$ cat config.mk
export PLATFORM = sky130hd
export DESIGN_NAME = kmat_hash_unit
export DESIGN_NICKNAME = d
export VERILOG_FILES = /design/src/kmat_pkg.sv /design/src/kmat_hash_unit.sv
export SDC_FILE = /design/constraint.sdc
export NUM_CORES = 1
export LEC_CHECK = 0
export BUFFER_PORTS_ARGS = -buffer_cell sky130_fd_sc_hd__buf_2
export CAP_MARGIN = 15
export CORE_UTILIZATION = 35
export DETAILED_ROUTE_END_ITERATION = 8
export PLACE_DENSITY = 0.57
export SLEW_MARGIN = 30
export SYNTH_ARGS = -nofsm -noshare
export SYNTH_HDL_FRONTEND = slang
export SYNTH_SLANG_ARGS = --single-unit
$ cat constraint.sdc
create_clock -name clk -period 2.8 [get_ports clk]
set_clock_uncertainty 0.15 [all_clocks]
set_input_delay 0 -clock clk [delete_from_list [all_inputs] [get_ports clk]]
set_output_delay 0 -clock clk [all_outputs]
set_load 0.005 [all_outputs]
$ cat src/kmat_pkg.sv
// ----------------------------------------------------------------------------
// kmat_pkg: shared types and constants
// Field widths, status and action codes, register map and the table way
// record used by the keyed mileage table.
// ----------------------------------------------------------------------------
package kmat_pkg;

  // Beat field widths
  localparam int KEY_HIGH_W = 36;
  localparam int KEY_LOW_W  = 32;
  localparam int CHECK_W    = 4;
  localparam int MILES_W    = 16;
  localparam int TOTAL_W    = 32;
  localparam int STATUS_W   = 3;
  // Stored low key: key_low digits above the check digit
  localparam int STORED_LOW_W = KEY_LOW_W + CHECK_W;

  // Hash: six decimal-weighted nibbles, worst case 1666665 fits in 21 bits
  localparam int HASH_DIGITS = 6;
  localparam int HASH_W      = 21;
  localparam int DIGIT_CNT_W = 3;

  // Default geometry
  localparam int DEFAULT_BUCKETS = 1024;
  localparam int DEFAULT_WAYS    = 4;

  // APB register map: register i at byte address 4*i
  localparam int APB_DATA_W = 32;
  localparam int APB_ADDR_W = 3;
  localparam int REG_IDX_W  = 1;
  localparam logic [REG_IDX_W-1:0] REG_MIN_MILES = 1'b0;

  // Action codes
  localparam logic ACT_ADD   = 1'b0;
  localparam logic ACT_QUERY = 1'b1;

  typedef enum logic [STATUS_W-1:0] {
    ST_ACCUM = 3'd0,
    ST_NEW   = 3'd1,
    ST_FULL  = 3'd2,
    ST_HIT   = 3'd3,
    ST_MISS  = 3'd4
  } status_t;

  // One way of a bucket row
  typedef struct packed {
    logic                    valid;
    logic [KEY_HIGH_W-1:0]   key_high;
    logic [STORED_LOW_W-1:0] key_low;
    logic [TOTAL_W-1:0]      total;
  } way_t;

endpackage

$ cat src/kmat_hash_unit.sv
// ----------------------------------------------------------------------------
// kmat_hash_unit: iterative bucket index unit
// One shared step datapath folds six nibbles as acc*10+digit, then the hash
// is reduced modulo BUCKETS by a reciprocal multiply and one correction.
// ----------------------------------------------------------------------------
module kmat_hash_unit
  import kmat_pkg::*;
#(
  parameter int BUCKETS = DEFAULT_BUCKETS
) (
  input  logic                       clk,
  input  logic                       rst,
  input  logic                       start,
  input  logic [KEY_LOW_W-1:0]       key_low,
  input  logic [CHECK_W-1:0]         check_digit,
  output logic                       done,
  output logic [$clog2(BUCKETS)-1:0] bucket
);

  localparam int BUCKET_W = $clog2(BUCKETS);
  localparam int REM_W    = BUCKET_W + 1;
  localparam int DIGS_W   = HASH_DIGITS * CHECK_W;
  localparam int PROD_W   = 2 * HASH_W;
  // floor(2^HASH_W / BUCKETS): the quotient estimate is low by at most one
  localparam logic [HASH_W-1:0] RECIP = HASH_W'((1 << HASH_W) / BUCKETS);

  typedef enum logic [3:0] {
    H_IDLE  = 4'b0001,
    H_DIGIT = 4'b0010,
    H_QUOT  = 4'b0100,
    H_REM   = 4'b1000
  } hphase_t;

  hphase_t                phase, phase_next;
  logic [DIGIT_CNT_W-1:0] dcnt;
  logic [DIGS_W-1:0]      digits;
  logic [HASH_W-1:0]      acc;
  logic [HASH_W-1:0]      quot;
  logic [REM_W-1:0]       rem;
  logic [HASH_W-1:0]      fold;
  logic [PROD_W-1:0]      prod;
  logic [HASH_W-1:0]      quot_b;
  logic [HASH_W-1:0]      diff;

  // Shared step datapath
  always_comb begin
    fold   = {acc[HASH_W-4:0], 3'b000} + {acc[HASH_W-2:0], 1'b0}
           + HASH_W'(digits[DIGS_W-1 -: CHECK_W]);
    prod   = PROD_W'(acc) * PROD_W'(RECIP);
    quot_b = quot * HASH_W'(BUCKETS);
    diff   = acc - quot_b;
  end

  always_comb begin
    phase_next = phase;
    case (phase)
      H_IDLE:  if (start) phase_next = H_DIGIT;
      H_DIGIT: if (dcnt == DIGIT_CNT_W'(HASH_DIGITS - 1)) phase_next = H_QUOT;
      H_QUOT:  phase_next = H_REM;
      H_REM:   phase_next = H_IDLE;
      default: phase_next = H_IDLE;
    endcase
  end

  always_ff @(posedge clk) begin
    if (rst) begin
      phase <= H_IDLE;
      done  <= 1'b0;
    end else begin
      phase <= phase_next;
      done  <= (phase == H_REM);
    end
  end

  always_ff @(posedge clk) begin
    case (phase)
      H_IDLE: begin
        if (start) begin
          digits <= {key_low[31:28], key_low[23:20], key_low[19:16],
                     key_low[7:4], key_low[3:0], check_digit};
          acc    <= '0;
          dcnt   <= '0;
        end
      end
      H_DIGIT: begin
        acc    <= fold;
        digits <= {digits[DIGS_W-CHECK_W-1:0], {CHECK_W{1'b0}}};
        dcnt   <= dcnt + 1'b1;
      end
      H_QUOT: begin
        quot <= prod[PROD_W-1 -: HASH_W];
      end
      H_REM: begin
        // Remainder lands below twice BUCKETS
        rem <= diff[REM_W-1:0];
      end
      default: ;
    endcase
  end

  assign bucket = (rem >= REM_W'(BUCKETS)) ? BUCKET_W'(rem - REM_W'(BUCKETS))
                                           : rem[BUCKET_W-1:0];

endmodule

==> summary.txt, run 1 <==
Status: completed
Syn_area_per_cell: 11.7 um^2
WP data required: 2.70 ns
Initial DRC count: 59
Netlist cell types: 32
Post-CTS setup buffers: 0
Initial Util: 36.4%
Final Hold Fails: 0
Post-route ant nets: 0
Reg power frac: 57.9%
First-pass GRT wire length: 7210 um
Area delta synth->final: 26.3%
Leakage power: 1.33 nW
Synthesized flop and latch total: 52
Finished Cell Area: 3140 um^2
Vias in the first global route: 1,666
Vias per inst: 4.39
Crit path kind: flop to flop
Hold_buf cts: 26
Syn nets: 270
Final period util: 92.8%
Netlist Area Pre-Place: 2490 um^2
Largest net degree at the start of global routing: 37
Combinational share of power: 15.6%
WL final: 4100 um
M3 GR Usage: 3.71%
Number of antenna repair diodes: 0
Share of cells above drive strength 1: 19.9%
GR Util All Layers: 12.7%
Worst Tran Pin Value: 0.483 ns
Clk_lat worst skew: 0.31 ns
Area of the die: 7450 um^2
Max-slew violations: 0
Fmax: 0.385 GHz
Critical Path Fanout Max: 3
Layout fillers: 660
Yosys top cell by area: edfxtp_1
Root Buffer: clkbuf_8
DR pass1 iterations: 4
Setup TNS: 0 ns
CTS Buffer Depth: 2
Finish-stage setup viols: 0
Commonest non-fill, non-tap cell in the layout: nand2_1
Commonest cells after routing, fill and taps aside: 64 x nand2_1, 47 x edfxtp_1, 37 x buf_2
Routing usage on met2: 21.9%
Synth warnings: 0
CTS Sinks: 52
CTS tree: yes
DRC viols: 0
Port bufs: 37
Vias post-DR: 1,656
Clock power share: 26.6%
Crit path arrival time: 2.50 ns
Final worst setup slack: 0.201 ns
# Max-Cap Violations: 0
Tightest Hold Check Type: flop to flop
Placed Area: 2790 um^2
Area contributors post-synth: edfxtp_1 57%, nand2_1 9.7%, ha_1 8.0%
TritonCTS Buffers: 5
Clock-pin slew on the worst setup and hold paths: 0.09 ns
Seq/Total Area, Yosys: 60.8%
CP Capture Type: flop
WHS: 0.281 ns
RD Place Congestion: 0.815
Top cell type's share of synthesized area: 56.7%
Pre-CTS WS: 0.238 ns
Resized cells post-CTS: 0
Routing usage on met1: 14.7%
Routed len/inst: 10.9 um
Worst slew margin: 67.7%
Initial antenna violation count: 0
Syn Inst Count: 213
Cell internal pwr: 0.00120 W
Grt total ovfl: 0
Switch share: 24.9%
Layout Nets: 337
H-tree levels: 2
PD cells: 508 nW/um^2
Worst setup SP type: flop
Sw power: 0.000397 W
Core area: 6830 um^2
Die height: 86.3 um
Die X-Extent: 86.3 um
Post-route minimum period: 2.60 ns
RSZ-0062 raised after global routing: false
GR peak layer: met2
Row cnt: 30
Final HPWL DP: 2640 um
Top Ports: 50
Maximum VDD drop: 0.228 mV
layout make-up:
class	instances	area, um^2	area share [%]
Sequential cell	52	1510	48.1
Multi-Input combinational cell	145	905	28.8
Timing Repair Buffer	66	480	15.3
Tap cell	96	120	3.82
Clock buffer	5	68.8	2.19
Inverter	10	37.5	1.19
Clock inverter	3	18.8	0.597
power by group through the flow:
stage | Sequential, W | Clock, W | Combinational, W
CTS | 0.000923 | 0.000442 | 0.000250
finish | 0.000923 | 0.000423 | 0.000248
global route | 0.000928 | 0.000481 | 0.000283
global placement | 0.000940 | 0 | 0.000218
floorplan | 0.000937 | 0 | 0.000161
detailed placement | 0.000941 | 0 | 0.000222
registers in the layout, indices dropped and copies added (netlist names):
signal	count
acc	10
rem	10
phase	4
digits	24
done	1
dcnt	3
critical path: stages, from the launching register on:
cell and delay, ns:
edfxtp_1 0.38, inv_1 0.07, fa_1 0.55, inv_1 0.06, ha_1 0.30, a211oi_1 0.40
nor3_1 0.15, nor3_1 0.23, nor3b_2 0.07
path summary, 6_finish.rpt:
check                                          start              endpoint  slack, ns  cells after the start
worst max-delay path            acc[0]$_SDFFCE_PN0P_  acc[9]$_SDFFCE_PN0P_       0.20                      8
worst min-delay path            acc[9]$_SDFFCE_PN0P_      rem[9]$_DFFE_PP_       0.28                      0
worst max register to register  acc[0]$_SDFFCE_PN0P_  acc[9]$_SDFFCE_PN0P_       0.20                      8
worst min register to register  acc[9]$_SDFFCE_PN0P_      rem[9]$_DFFE_PP_       0.28                      0
metal layers:
metal,part of all wire (%),wire (um)
met5,0,0
met4,1.8,74
met3,4.1,167
met2,48,1960
met1,46,1890
logic make-up after synthesis:
| group | after synthesis | share of synthesized area (%) |
|---|---|---|
| simple gates | 106 | 20.8 |
| flops | 52 | 60.8 |
| fa+ha+maj | 18 | 9.66 |
| compound gates | 17 | 4.43 |
| buf+inv | 16 | 2.87 |
| xor+xnor | 3 | 1.06 |
| mux | 1 | 0.402 |
cells in the mapped netlist:
library cell,n
nand2_1,64
edfxtp_1,47
ha_1,16
inv_1,10
nor2_1,8
and2_1,7
a21oi_1,5
dfxtp_1,5
nand3_1,5
nor3_1,4
nor3_2,4
nor3b_2,4
buf_2,3
nor2b_1,3
o21ai_0,3
xnor2_1,3
a211oi_1,2
and3_1,2
clkbuf_1,2
fa_1,2
nand3b_1,2
o21a_1,2
a21o_1,1
buf_6,1
mux2i_1,1
nand2b_1,1
o211a_1,1
o211ai_1,1
o21bai_1,1
o31ai_1,1
or3_1,1
or4b_1,1
stage by stage:
step | instances | power, W | utilization (%)
final | 377 | 0.00159 | 46.0
after global routing | 377 | 0.00169 | 46.0
after CTS | 377 | 0.00162 | 46.0
after detailed placement | 343 | 0.00116 | 40.9
after global placement | 343 | 0.00116 | 40.9
after floorplan | 213 | 0.00110 | -
No activity file was read; power rests on OpenSTA's default activity.
==> inputs of run 2 (changes only) <==
PLACE_DENSITY = unset   (was 0.57)
clock period = 2.5 ns   (was 2.8 ns; I/O delays follow)
==> run 2 against run 1 <==
Die area stayed put. Combinational power increased by 20%. Cell count grew 1.3%. Critical path type unchanged. Critical endpoint unchanged.
==> summary.txt, run 2 (synthesized netlist as in run 1, its figures left out) <==
Top Ports: 50
RD Place Congestion: 0.800
Initial antenna violation count: 0
First-pass GRT wire length: 6760 um
Final worst setup slack: 0.105 ns
Worst Hold Launch: acc[9]$_SDFFCE_PN0P_
Clock-pin slew on the worst setup and hold paths: 0.09 ns
CTS Buffer Depth: 2
GR Util All Layers: 11.7%
Final HPWL DP: 2650 um
Status: completed
TritonCTS Buffers: 5
Leakage power: 1.36 nW
Worst-case reg-to-reg path depth: 9
Area delta synth->final: 29.8%
Setup TNS: 0 ns
Biggest register: digits
Routed len/inst: 10.6 um
Vias post-DR: 1,704
Port bufs: 37
Largest net degree at the start of global routing: 38
Layout Nets: 342
Hold EP: rem[9]$_DFFE_PP_
Critical Path Fanout Max: 3
Initial DRC count: 65
Biggest regs: digits (24), acc (10), rem (10)
DR pass1 iterations: 4
Root Buffer: clkbuf_8
Clk_lat worst skew: 0.30 ns
Reg2reg end: acc[9]$_SDFFCE_PN0P_
CTS tree: yes
Commonest non-fill, non-tap cell in the layout: nand2_1
Worst Tran Pin Value: 0.470 ns
Core area: 6830 um^2
Worst setup SP type: flop
WHS: 0.285 ns
Final Hold Fails: 0
WL final: 4040 um
Row cnt: 30
FF-to-FF setup slack: 0.10 ns
RSZ-0062 raised after global routing: true
Die X-Extent: 86.3 um
Post-route minimum period: 2.40 ns
Area of the die: 7450 um^2
Die height: 86.3 um
Initial Util: 36.4%
WP data required: 2.41 ns
PD cells: 586 nW/um^2
Vias in the first global route: 1,614
Critical Path Source: acc[2]$_SDFFCE_PN0P_
Final period util: 95.8%
Grt total ovfl: 0
Vias per inst: 4.46
Commonest cells after routing, fill and taps aside: 63 x nand2_1, 47 x edfxtp_1, 37 x buf_2
Largest register FFs: 24
Max-slew violations: 0
Reg2reg start: acc[2]$_SDFFCE_PN0P_
Maximum VDD drop: 0.232 mV
DRC viols: 0
Fmax: 0.418 GHz
Core Util, Final: 47.3%
Worst hold path cell count: 0
Crit path arrival time: 2.31 ns
H-tree levels: 2
Pre-CTS WS: 0.0576 ns
CP Capture Type: flop
Finish-stage setup viols: 0
Crit path kind: flop to flop
Number of antenna repair diodes: 0
CTS Sinks: 52
Post-route ant nets: 0
Share of cells above drive strength 1: 22.7%
# Max-Cap Violations: 0
Layout fillers: 677
Worst slew margin: 68.7%
Tightest Hold Check Type: flop to flop
run 2: cell count changes in the layout (fill, tap and decap cells not counted), sizes merged:
cell,previous run,this run
bufinv,0,1
clkbuf,5,6
clkinv,3,1
buf,40,44
dlygate4sd3,26,27
run 2: power breakdown:
| group | switching (W) | internal (W) |
|---|---|---|
| logic | 0.000151 | 0.000148 |
| clock network | 0.000262 | 0.000297 |
| registers | 0.0000216 | 0.00101 |
| total | 0.000434 | 0.00146 |
run 2: worst max-delay path by stage:
stage,end,slack (ns),cells past startpoint
6_report,acc[9]$_SDFFCE_PN0P_,0.10,9
4_1_cts,acc[9]$_SDFFCE_PN0P_,0.05,9
5_1_grt,acc[7]$_SDFFCE_PN0P_,-0.01,9
2_1_floorplan,acc[9]$_SDFFCE_PN0P_,0.12,8
3_5_place_dp,acc[9]$_SDFFCE_PN0P_,0.06,9
3_3_place_gp,acc[9]$_SDFFCE_PN0P_,0.1,9
run 2: what timing repair did:
item,in CTS,in global routing
hold endpoints to repair,29,0
buffers inserted,0,0
hold buffers,27,0
setup endpoints to repair,0,3
gates resized for setup,0,5
run 2: stage by stage:
stage / cells / cell area [um^2] / total power (W)
2_1_floorplan: 213 / 2490 / 0.00123
3_3_place_gp: 347 / 2830 / 0.00130
3_5_place_dp: 347 / 2830 / 0.00131
4_1_cts: 382 / 3200 / 0.00190
5_1_grt: 382 / 3230 / 0.00198
6_report: 382 / 3230 / 0.00189
run 2: metal layers:
layer	track usage, %	up-vias	share of wire (%)
li1	-	881	-
met1	13.8	783	45
met2	20.8	36	50
met3	2.95	4	3.5
met4	3.64	0	0.62
met5	0	-	0
run 2: cell type report:
type	count	area, um^2	area share [%]
timing repair buffer	71	520	16.1
clock buffer	6	72.6	2.25
inverter	10	37.5	1.16
clock inverter	2	35.0	1.08
sequential	52	1510	46.8
multi-input combinational	145	932	28.9
tap	96	120	3.72
run 2: worst max-delay path, stage by stage (launching register included):
cell and delay [ns]:
edfxtp_1 0.38, inv_2 0.05, fa_1 0.58, inv_1 0.08
ha_4 0.27, a211oi_2 0.06, buf_4 0.14, nor3_2 0.20
o21ai_0 0.10, nor3b_2 0.16
