<file path="config.mk">
export PLATFORM = sky130hd
export DESIGN_NAME = kmat_way_match
export DESIGN_NICKNAME = d
export VERILOG_FILES = /design/src/kmat_pkg.sv /design/src/kmat_way_match.sv
export SDC_FILE = /design/constraint.sdc
export NUM_CORES = 1
export LEC_CHECK = 0
export BUFFER_PORTS_ARGS = -buffer_cell sky130_fd_sc_hd__buf_2
export CAP_MARGIN = 10
export CORE_AREA = 2 2 194 196
export DETAILED_ROUTE_END_ITERATION = 8
export DIE_AREA = 0 0 196 198
export PLACE_DENSITY_LB_ADDON = 0.08
export SETUP_SLACK_MARGIN = 0.15
export SYNTH_ARGS = -nofsm -noshare
export SYNTH_HDL_FRONTEND = slang
export SYNTH_SLANG_ARGS = --single-unit
</file>
<file path="constraint.sdc">
create_clock -name vclk -period 3.06
set_input_delay 0.306 -clock vclk [all_inputs]
set_output_delay 0.306 -clock vclk [all_outputs]
set_load 0.005 [all_outputs]
</file>
<file path="src/kmat_pkg.sv">
// ----------------------------------------------------------------------------
// kmat_pkg: shared types and constants
// Field widths, status and action codes, register map and the table way
// record used by the keyed mileage table.
// ----------------------------------------------------------------------------
package kmat_pkg;

  // Beat field widths
  localparam int KEY_HIGH_W = 36;
  localparam int KEY_LOW_W  = 32;
  localparam int CHECK_W    = 4;
  localparam int MILES_W    = 16;
  localparam int TOTAL_W    = 32;
  localparam int STATUS_W   = 3;
  // Stored low key: key_low digits above the check digit
  localparam int STORED_LOW_W = KEY_LOW_W + CHECK_W;

  // Hash: six decimal-weighted nibbles, worst case 1666665 fits in 21 bits
  localparam int HASH_DIGITS = 6;
  localparam int HASH_W      = 21;
  localparam int DIGIT_CNT_W = 3;

  // Default geometry
  localparam int DEFAULT_BUCKETS = 1024;
  localparam int DEFAULT_WAYS    = 4;

  // APB register map: register i at byte address 4*i
  localparam int APB_DATA_W = 32;
  localparam int APB_ADDR_W = 3;
  localparam int REG_IDX_W  = 1;
  localparam logic [REG_IDX_W-1:0] REG_MIN_MILES = 1'b0;

  // Action codes
  localparam logic ACT_ADD   = 1'b0;
  localparam logic ACT_QUERY = 1'b1;

  typedef enum logic [STATUS_W-1:0] {
    ST_ACCUM = 3'd0,
    ST_NEW   = 3'd1,
    ST_FULL  = 3'd2,
    ST_HIT   = 3'd3,
    ST_MISS  = 3'd4
  } status_t;

  // One way of a bucket row
  typedef struct packed {
    logic                    valid;
    logic [KEY_HIGH_W-1:0]   key_high;
    logic [STORED_LOW_W-1:0] key_low;
    logic [TOTAL_W-1:0]      total;
  } way_t;

endpackage

</file>
<file path="src/kmat_way_match.sv">
// ----------------------------------------------------------------------------
// kmat_way_match: bucket way compare
// Compares the key against every way of a row; reports the lowest valid
// matching way and the lowest free way.
// ----------------------------------------------------------------------------
module kmat_way_match
  import kmat_pkg::*;
#(
  parameter int WAYS = DEFAULT_WAYS
) (
  input  way_t [WAYS-1:0]                        row,
  input  logic [KEY_HIGH_W-1:0]                  key_high,
  input  logic [STORED_LOW_W-1:0]                key_low,
  output logic                                   hit,
  output logic [(WAYS > 1 ? $clog2(WAYS) : 1)-1:0] hit_way,
  output logic                                   free,
  output logic [(WAYS > 1 ? $clog2(WAYS) : 1)-1:0] free_way
);

  localparam int WAY_W = (WAYS > 1) ? $clog2(WAYS) : 1;

  // Walk down so the lowest way wins
  always_comb begin
    hit      = 1'b0;
    hit_way  = '0;
    free     = 1'b0;
    free_way = '0;
    for (int w = WAYS - 1; w >= 0; w--) begin
      if (row[w].valid) begin
        if (row[w].key_high == key_high && row[w].key_low == key_low) begin
          hit     = 1'b1;
          hit_way = WAY_W'(w);
        end
      end else begin
        free     = 1'b1;
        free_way = WAY_W'(w);
      end
    end
  end

endmodule

</file>
==> metrics.md, run 1 <==
| Metric | Value |
|---|---|
| Synth warn | 0 |
| CP Cell Sequence | buf_2 > xnor2_1 > nand4_1 > nor4_1 > buf_4 > nand4_1 > or4_1 > a21oi_1 > nor2_1 > buf_2 |
| Worst slew margin | 58.3% |
| Share of the synthesized area in the top cell type | 27.6% |
| Worst path bufs/invs | 3 |
| Status | finished, final reports clean |
| Mean routed wirelength per cell | 24.8 um |
| Leading area contributor after synthesis | xnor2_1 |
| Post-DP Area | 0.00612 mm2 |
| Mapped cell area | 0.00353 mm2 |
| Initial core utilization | 9.54% |
| Layout clock buffers | 0 |
| Global-route wire length before repair | 43.2 mm |
| Pre-CTS setup slack | 185 ps |
| Synth Area per Inst | 7.30 um2 |
| PnR worst setup slack | 295 ps |
| Worst Path Class, Setup | in2out |
| Setup tns final | 0 ps |
| Cell count along the critical path | 10 |
| Min-Delay Path Class | in2out |
| Critical path arrival | 2460 ps |
| Final #Nets | 1365 |
| CTS Hold Bufs | 0 |
| Largest cells by area after synthesis | xnor2_1 (28%), xor2_1 (25%), nand4_1 (6.6%) |
| Port buffer count | 370 |
| Tot Pwr | 861 uW |
| Iter 0 DRT Violations | 126 |
| Setup crit end kind | primary output |
| Syn-to-layout area delta | 74.4% |
| Storage element area | 0 um2 |
| Max VDD drop | 0.0342 mV |
| Die width | 196 um |
| Top delay family on crit path | simple AND/OR/NAND/NOR gates |
| Net count after synthesis | 975 |
| Part of the Yosys area used for sequential elements | 0% |
| DP HPWL | 31.3 mm |
| Die height | 198 um |
| Die area | 0.0388 mm2 |
| Global-route usage over all layers | 16.5% |
| PostCTS Resize Cnt | 0 |
| I/O pins | 498 |
| Cell count after synthesis | 483 |
| Post-synth cell types | 38 |
| Core area | 0.0370 mm2 |
| Actual slew at the worst max-slew pin | 610 ps |
| Hold_sp | row[209] |
| DRT antenna net count | 0 |
| Non-filler cells, final | 1349 |
| Slew Viols, Final | 0 |
| Fmax | 362 MHz |
| Static Leakage | 2.83 nW |
| Final core utilization | 16.6% |
| Period utilization | 90.4% |
| Crit-path max cell delay | 490 ps |
| Sink of the worst hold path | free |
| Setup bufs post-CTS | 0 |
| Critical path launch point type | primary input |
| Row count | 71 |
| Final setup vio count | 0 |
| Power Density | 140 mW/mm2 |
| Commonest cells in the netlist | xnor2_1 (111), xor2_1 (100), inv_1 (42), nand4_1 (37), nor4_1 (37) |
| Vias | 5088 |
| Fillers | 4399 |
| Most common cell in the netlist | xnor2_1 |
| Grt total ovfl | 0 |
| Max cap viols | 0 |
| Hold depth | 3 |
| WL final | 33.5 mm |
| Fraction of layout cells with a size suffix above 1 | 47.0% |
| Vias/cell | 3.77 |
| RSZ-0062 raised after global routing | yes |
| Hold WS | 906 ps |
| Initial antenna violation count | 11 |
| Final instance area | 0.00615 mm2 |
| Crit-path max FO | 4 |
| Vias in the first global route | 5341 |
| Final Hold Vio Count | 0 |
| Placer Congestion | 0.742 |
| # placed instances | 1345 |
| Final Critical Period | 2770 ps |
| Post-detailed-route DRC marker count | 0 |
| Worst Path Required | 2750 ps |
| Seq_cells | 0 |
| Worst Setup SP | key_high[4] |
| Crit-path slowest cell | nor4_1 |
| Detailed-router iteration count before antenna repair | 4 |
| Largest net degree at the start of global routing | 7 |
logic make-up after synthesis:
logic type / share of synthesized area [%]
compound gates: 14.6
xor+xnor: 52.4
buf+inv: 5.93
simple gates: 27.0
metal layers:
metal	vias up	wire, um	track usage [%]
met3	14	2130	3.54
met2	201	16900	30.5
met4	14	14	0
met1	2349	14400	20.7
met5	-	98	0
li1	2510	-	-
cells in the final DEF (no fill, tap or decap), types with 2 or more instances in the layout:
| cell type | netlist | routed |
|---|---|---|
| a2111o_1 | 3 | 3 |
| a21boi_0 | 2 | 2 |
| a21oi_1 | 3 | 3 |
| a221o_1 | 2 | 2 |
| a222oi_1 | 2 | 2 |
| a22o_1 | 2 | 2 |
| a22o_2 | 2 | 2 |
| a22oi_1 | 9 | 9 |
| and4_1 | 2 | 2 |
| buf_2 | 3 | 370 |
| buf_4 | 0 | 24 |
| diode_2 | 0 | 4 |
| inv_1 | 42 | 42 |
| inv_2 | 5 | 5 |
| nand2_1 | 4 | 4 |
| nand2b_1 | 35 | 35 |
| nand3_1 | 4 | 4 |
| nand4_1 | 37 | 37 |
| nor2_1 | 8 | 8 |
| nor2b_1 | 10 | 10 |
| nor3_1 | 3 | 3 |
| nor3b_1 | 3 | 3 |
| nor4_1 | 37 | 36 |
| nor4_2 | 2 | 2 |
| o2111ai_1 | 13 | 13 |
| o221ai_1 | 2 | 2 |
| o22ai_1 | 16 | 16 |
| o2bb2ai_1 | 6 | 6 |
| or2b_2 | 4 | 4 |
| xnor2_1 | 111 | 111 |
| xor2_1 | 100 | 100 |
report_power, final:
part	internal [mW]	switching [mW]	leakage (nW)
combinational	0.403	0.458	2.83
sequential	0	0	0
clock	0.000000175	0	0.0000254
total	0.403	0.458	2.83
cell type report:
class                           count  area (um2)  area share (%)
Inverter                           48         183            2.97
Antenna cell                        4        10.0           0.163
Tap cell                          474         593            9.64
Timing Repair Buffer              394        2030            33.0
Multi-Input combinational cell    429        3330            54.2
how the worst max path moves through the flow:
stage	to	slack (ps)
global placement	hit_way[0]	200
global route	hit	140
floorplan	hit	1100
finish	hit_way[0]	290
CTS	hit_way[0]	190
detailed placement	hit_way[0]	190
Note: power is estimated with default switching activity, not from simulation.
==> run 2: changes to the inputs <==
Settings changed: MAX_ROUTING_LAYER set to met4.
==> run 2 against run 1 <==
Net effect: die area unchanged; total power hardly changed; first-iteration DRC count grew 5.6%; wire length about the same; via count down 0.45%; flip-flop and latch count unchanged; cell area is 0.28% higher; cell count is 0.52% higher; hold slack hardly changed; largest cell class unchanged; largest power group unchanged.
==> metrics.md, run 2 (same netlist as run 1, synthesis figures left out) <==
| Metric | Value |
|---|---|
| Status | finished, final reports clean |
| Post-detailed-route DRC marker count | 0 |
| Placer Congestion | 0.753 |
| Largest net degree at the start of global routing | 7 |
| DP HPWL | 31.3 mm |
| Fraction of layout cells with a size suffix above 1 | 47.0% |
| Final Hold Vio Count | 0 |
| Setup crit end kind | primary output |
| DRT antenna net count | 0 |
| Die area | 0.0388 mm2 |
| Detailed-router iteration count before antenna repair | 4 |
| Max VDD drop | 0.0350 mV |
| Switching share of power | 53.2% |
| Clock share of power | 0% |
| Die height | 198 um |
| Global-route wire length before repair | 43.2 mm |
| Layout clock buffers | 0 |
| Mean routed wirelength per cell | 24.7 um |
| Static Leakage | 2.83 nW |
| Port buffer count | 370 |
| Crit-path max FO | 3 |
| Die width | 196 um |
| Final Critical Period | 2760 ps |
| Non-filler cells, final | 1356 |
| Row count | 71 |
| Min-Delay Path Class | in2out |
| Final #Nets | 1365 |
| Vias in the first global route | 5361 |
| I/O pins | 498 |
| Power Density | 139 mW/mm2 |
| Fmax | 362 MHz |
| Slew Viols, Final | 0 |
| WL final | 33.5 mm |
| Critical path arrival | 2460 ps |
| Internal power | 403 uW |
| Critical path launch point type | primary input |
| Period utilization | 90.2% |
| Initial core utilization | 9.54% |
| Commonest cells after routing, fill and taps aside | buf_2 (370), xnor2_1 (111), xor2_1 (100) |
| Combinational power share | 100.0% |
| Core area | 0.0370 mm2 |
| RSZ-0062 raised after global routing | yes |
| Vias/cell | 3.74 |
| Actual slew at the worst max-slew pin | 599 ps |
| Vias | 5065 |
| Net Switching | 457 uW |
| Worst Path Class, Setup | in2out |
| Seq_cells | 0 |
| # placed instances | 1345 |
| Multi-input logic area | 0.00333 mm2 |
| Iter 0 DRT Violations | 133 |
| CTS Hold Bufs | 0 |
| Worst Path Required | 2750 ps |
| Syn-to-layout area delta | 74.9% |
| Storage element area | 0 um2 |
| Global-route usage over all layers | 17.0% |
| Final core utilization | 16.7% |
| Initial antenna violation count | 11 |
| Fillers | 4398 |
| Seq pwr share | 0% |
| Worst slew margin | 59.0% |
| Setup tns final | 0 ps |
| Most common cell after layout, fill and taps aside | buf_2 |
| Grt total ovfl | 0 |
| Max cap viols | 0 |
| Final setup vio count | 0 |
-- run 2: cell types whose count changed in the layout (fill, tap and decap cells not counted) --
| cell | before | now |
|---|---|---|
| diode_2 | 4 | 11 |
-- run 2: power groups by stage --
stage	Combinational (mW)	Clock, mW	Sequential (mW)
detailed placement	0.886	0	0
CTS	0.892	0	0
global placement	0.888	0	0
global route	0.948	0.000000481	0
floorplan	0.338	0	0
finish	0.860	0.000000481	0
-- run 2: worst max-delay path, cell delays in order --
cell and delay, ps:
buf_2 110, buf_4 160, xnor2_1 220, nand4_1 120, nor4_1 460, buf_4 200
nand4_1 110, or4_1 410, a21oi_1 150, nor2_1 60, buf_2 140
-- run 2: path summary, 6_finish.rpt --
path / endpoint / cells past startpoint / slack (ps) / from
hold / removal: free / 3 / 910 / row[209]
setup / recovery: hit_way[0] / 11 / 300 / key_high[2]
-- run 2: repair_timing --
item	4_1_cts	5_1_grt
buffers inserted	0	0
resized for setup	0	2
setup endpoints to repair	0	2
-- run 2: layout make-up --
| class | count | share of cell area (%) |
|---|---|---|
| diodes | 11 | 0.446 |
| repair buffers | 394 | 32.9 |
| multi-input cells | 429 | 54.0 |
| inverters | 48 | 2.96 |
| well taps | 474 | 9.62 |
-- run 2: layer usage --
metal  part of all wire, %  GRT usage [%]  wire, um  up-vias
met5                     0              -         0        -
met4                     0              0         0        0
met3                   6.9           3.29      2300        0
met2                    50           30.5     16800      219
met1                    43           20.9     14300     2323
li1                      -              -         -     2523
-- run 2: per-stage QoR --
step           hold WS (ps)  cell area, um2  power (mW)  setup WS (ps)
2_1_floorplan           663            3530       0.338           1100
5_1_grt                 930            6170       0.948            136
3_3_place_gp            910            6120       0.888            200
4_1_cts                 911            6120       0.892            191
6_report                906            6170       0.860            298
3_5_place_dp            911            6120       0.886            185
==> run 3: changes to the inputs <==
Settings changed: ABC_AREA set to 1, CORE_AREA 2 2 194 196 to 2 2 196 198, DIE_AREA 0 0 196 198 to 0 0 198 200.
==> run 3 against run 2 <==
Net effect: fmax rose by 15%; combinational power rose by 10%; via count rose by 40%; highest routed layer is now met4.
==> metrics.md, run 3 <==
| Metric | Value |
|---|---|
| Crit-path max FO | 6 |
| Most common cell in the netlist | nand2_1 |
| Share of the synthesized area in the top cell type | 34.9% |
| Actual slew at the worst max-slew pin | 487 ps |
| Core area | 0.0374 mm2 |
| Vias/cell | 3.76 |
| Min-Delay Path Class | in2out |
| Worst Path Required | 2750 ps |
| Worst slew margin | 67.3% |
| Die width | 198 um |
| Mean routed wirelength per cell | 20.3 um |
| Slew Viols, Final | 0 |
| DRT antenna net count | 0 |
| Fmax | 417 MHz |
| Critical path arrival | 2090 ps |
| Synth Area per Inst | 4.45 um2 |
| Final Critical Period | 2400 ps |
| Post-synth cell types | 24 |
| Syn-to-layout area delta | 56.9% |
| Initial antenna violation count | 14 |
| Port buffer count | 370 |
| Status | finished, final reports clean |
| Setup tns final | 0 ps |
| DP HPWL | 35.9 mm |
| Setup bufs post-CTS | 0 |
| Layout clock buffers | 0 |
| Crit-path slowest cell | inv_1 |
| Fillers | 4695 |
| CTS Hold Bufs | 0 |
| WL final | 38.4 mm |
| Net count after synthesis | 1485 |
| Period utilization | 78.3% |
| Iter 0 DRT Violations | 315 |
| RSZ-0062 raised after global routing | no |
| Vias in the first global route | 7020 |
| Row count | 71 |
| Worst Path Class, Setup | in2out |
| Commonest cells in the netlist | nand2_1 (411), inv_1 (144), nor2_1 (142), o21ai_0 (104), xnor2_1 (66) |
| Initial core utilization | 11.8% |
| Part of the Yosys area used for sequential elements | 0% |
| CP most frequent cell | nand2_1 |
| Mapped cell area | 0.00442 mm2 |
| Die height | 200 um |
| Final #Nets | 1854 |
| Most common cell after layout, fill and taps aside | nand2_1 |
| Vias | 7099 |
| Post-detailed-route DRC marker count | 0 |
| Placer Congestion | 0.888 |
| Setup crit end kind | primary output |
| Largest net degree at the start of global routing | 9 |
| Power Density | 137 mW/mm2 |
| Seq_cells | 0 |
| PostCTS Resize Cnt | 0 |
| Max cap viols | 0 |
| Static Leakage | 3.97 nW |
| Final setup vio count | 0 |
| Global-route usage over all layers | 19.2% |
| Synth warn | 0 |
| Max VDD drop | 0.0399 mV |
| Critical path launch point type | primary input |
| Grt total ovfl | 0 |
| Hold WS | 910 ps |
| CP Cell Sequence | buf_2 > inv_1 > buf_4 > o22ai_1 > nor2_1 > nand2_1 > nor2_1 > nand2_1 > nor2_1 > nand3_1 > nand2_1 > inv_1 > nand2_1 > buf_2 |
| Detailed-router iteration count before antenna repair | 5 |
| Storage element area | 0 um2 |
| Final Hold Vio Count | 0 |
| I/O pins | 498 |
| Crit-path max cell delay | 330 ps |
| Cell count after synthesis | 993 |
| Die area | 0.0396 mm2 |
| Fraction of layout cells with a size suffix above 1 | 30.2% |
| Global-route wire length before repair | 50.0 mm |
| Commonest cells after routing, fill and taps aside | nand2_1 (411), buf_2 (370), inv_1 (144) |
| Leading area contributor after synthesis | nand2_1 |
| Largest cells by area after synthesis | nand2_1 (35%), xnor2_1 (13%), inv_1 (12%) |
## run 3: cell types whose count changed in the layout (fill, tap and decap cells not counted), sizes merged, moves of 9 or more
cell / change
inv: +126
nand3: +9
o21ai: +118
nor4: -39
nand2b: -35
xnor2: -45
o2111ai: -13
nand4: -31
buf: -21
xor2: -82
nor2: +140
nand2: +407
a22oi: -9
nor2b: -9
## run 3: logic make-up after synthesis
logic type             after synthesis  synth area share, %
AO/OA/AOI/OAI                      141                 16.5
buffers and inverters              181                 15.6
AND/OR/NAND/NOR                    587                 51.3
XOR/XNOR                            84                 16.6
## run 3: layout make-up
type | instances | area [um2] | share of cell area (%)
Multi-Input combinational cell | 812 | 3730 | 53.8
Tap cell | 511 | 639 | 9.21
Antenna cell | 15 | 37.5 | 0.541
Inverter | 175 | 657 | 9.46
Timing Repair Buffer | 373 | 1870 | 27.0
## run 3: critical path, delay by kind of cell
family / cells / cell delay, ps
simple gates: 8 / 830
buf+inv: 5 / 850
compound gates: 1 / 90
## run 3: routing by layer
metal	share of wire, %	GRT usage [%]	vias up
li1	-	-	3748
met1	46	24.7	3118
met2	47	32.4	221
met3	5.9	3.29	12
met4	1.3	2.09	0
met5	0	-	-
## run 3: stage by stage
stage,cells,instance area [um2],total power [mW],utilization [%],setup WS (ps)
floorplan,993,4420,0.410,-,1530
global placement,1871,6900,0.966,18.5,558
detailed placement,1871,6900,0.968,18.5,596
CTS,1871,6900,0.972,18.5,586
global route,1884,6940,1.07,18.5,465
finish,1886,6940,0.948,18.6,665
## run 3: report_power, final
group,switching (mW),internal (mW)
Sequential,0,0
Combinational,0.568,0.380
Clock,0,0.000000605
Total,0.568,0.380
## run 3: final timing paths
check | start | endpoint | slack [ps] | cells past startpoint
max | key_high[19] | hit | 660 | 14
min | row[104] | free | 910 | 3
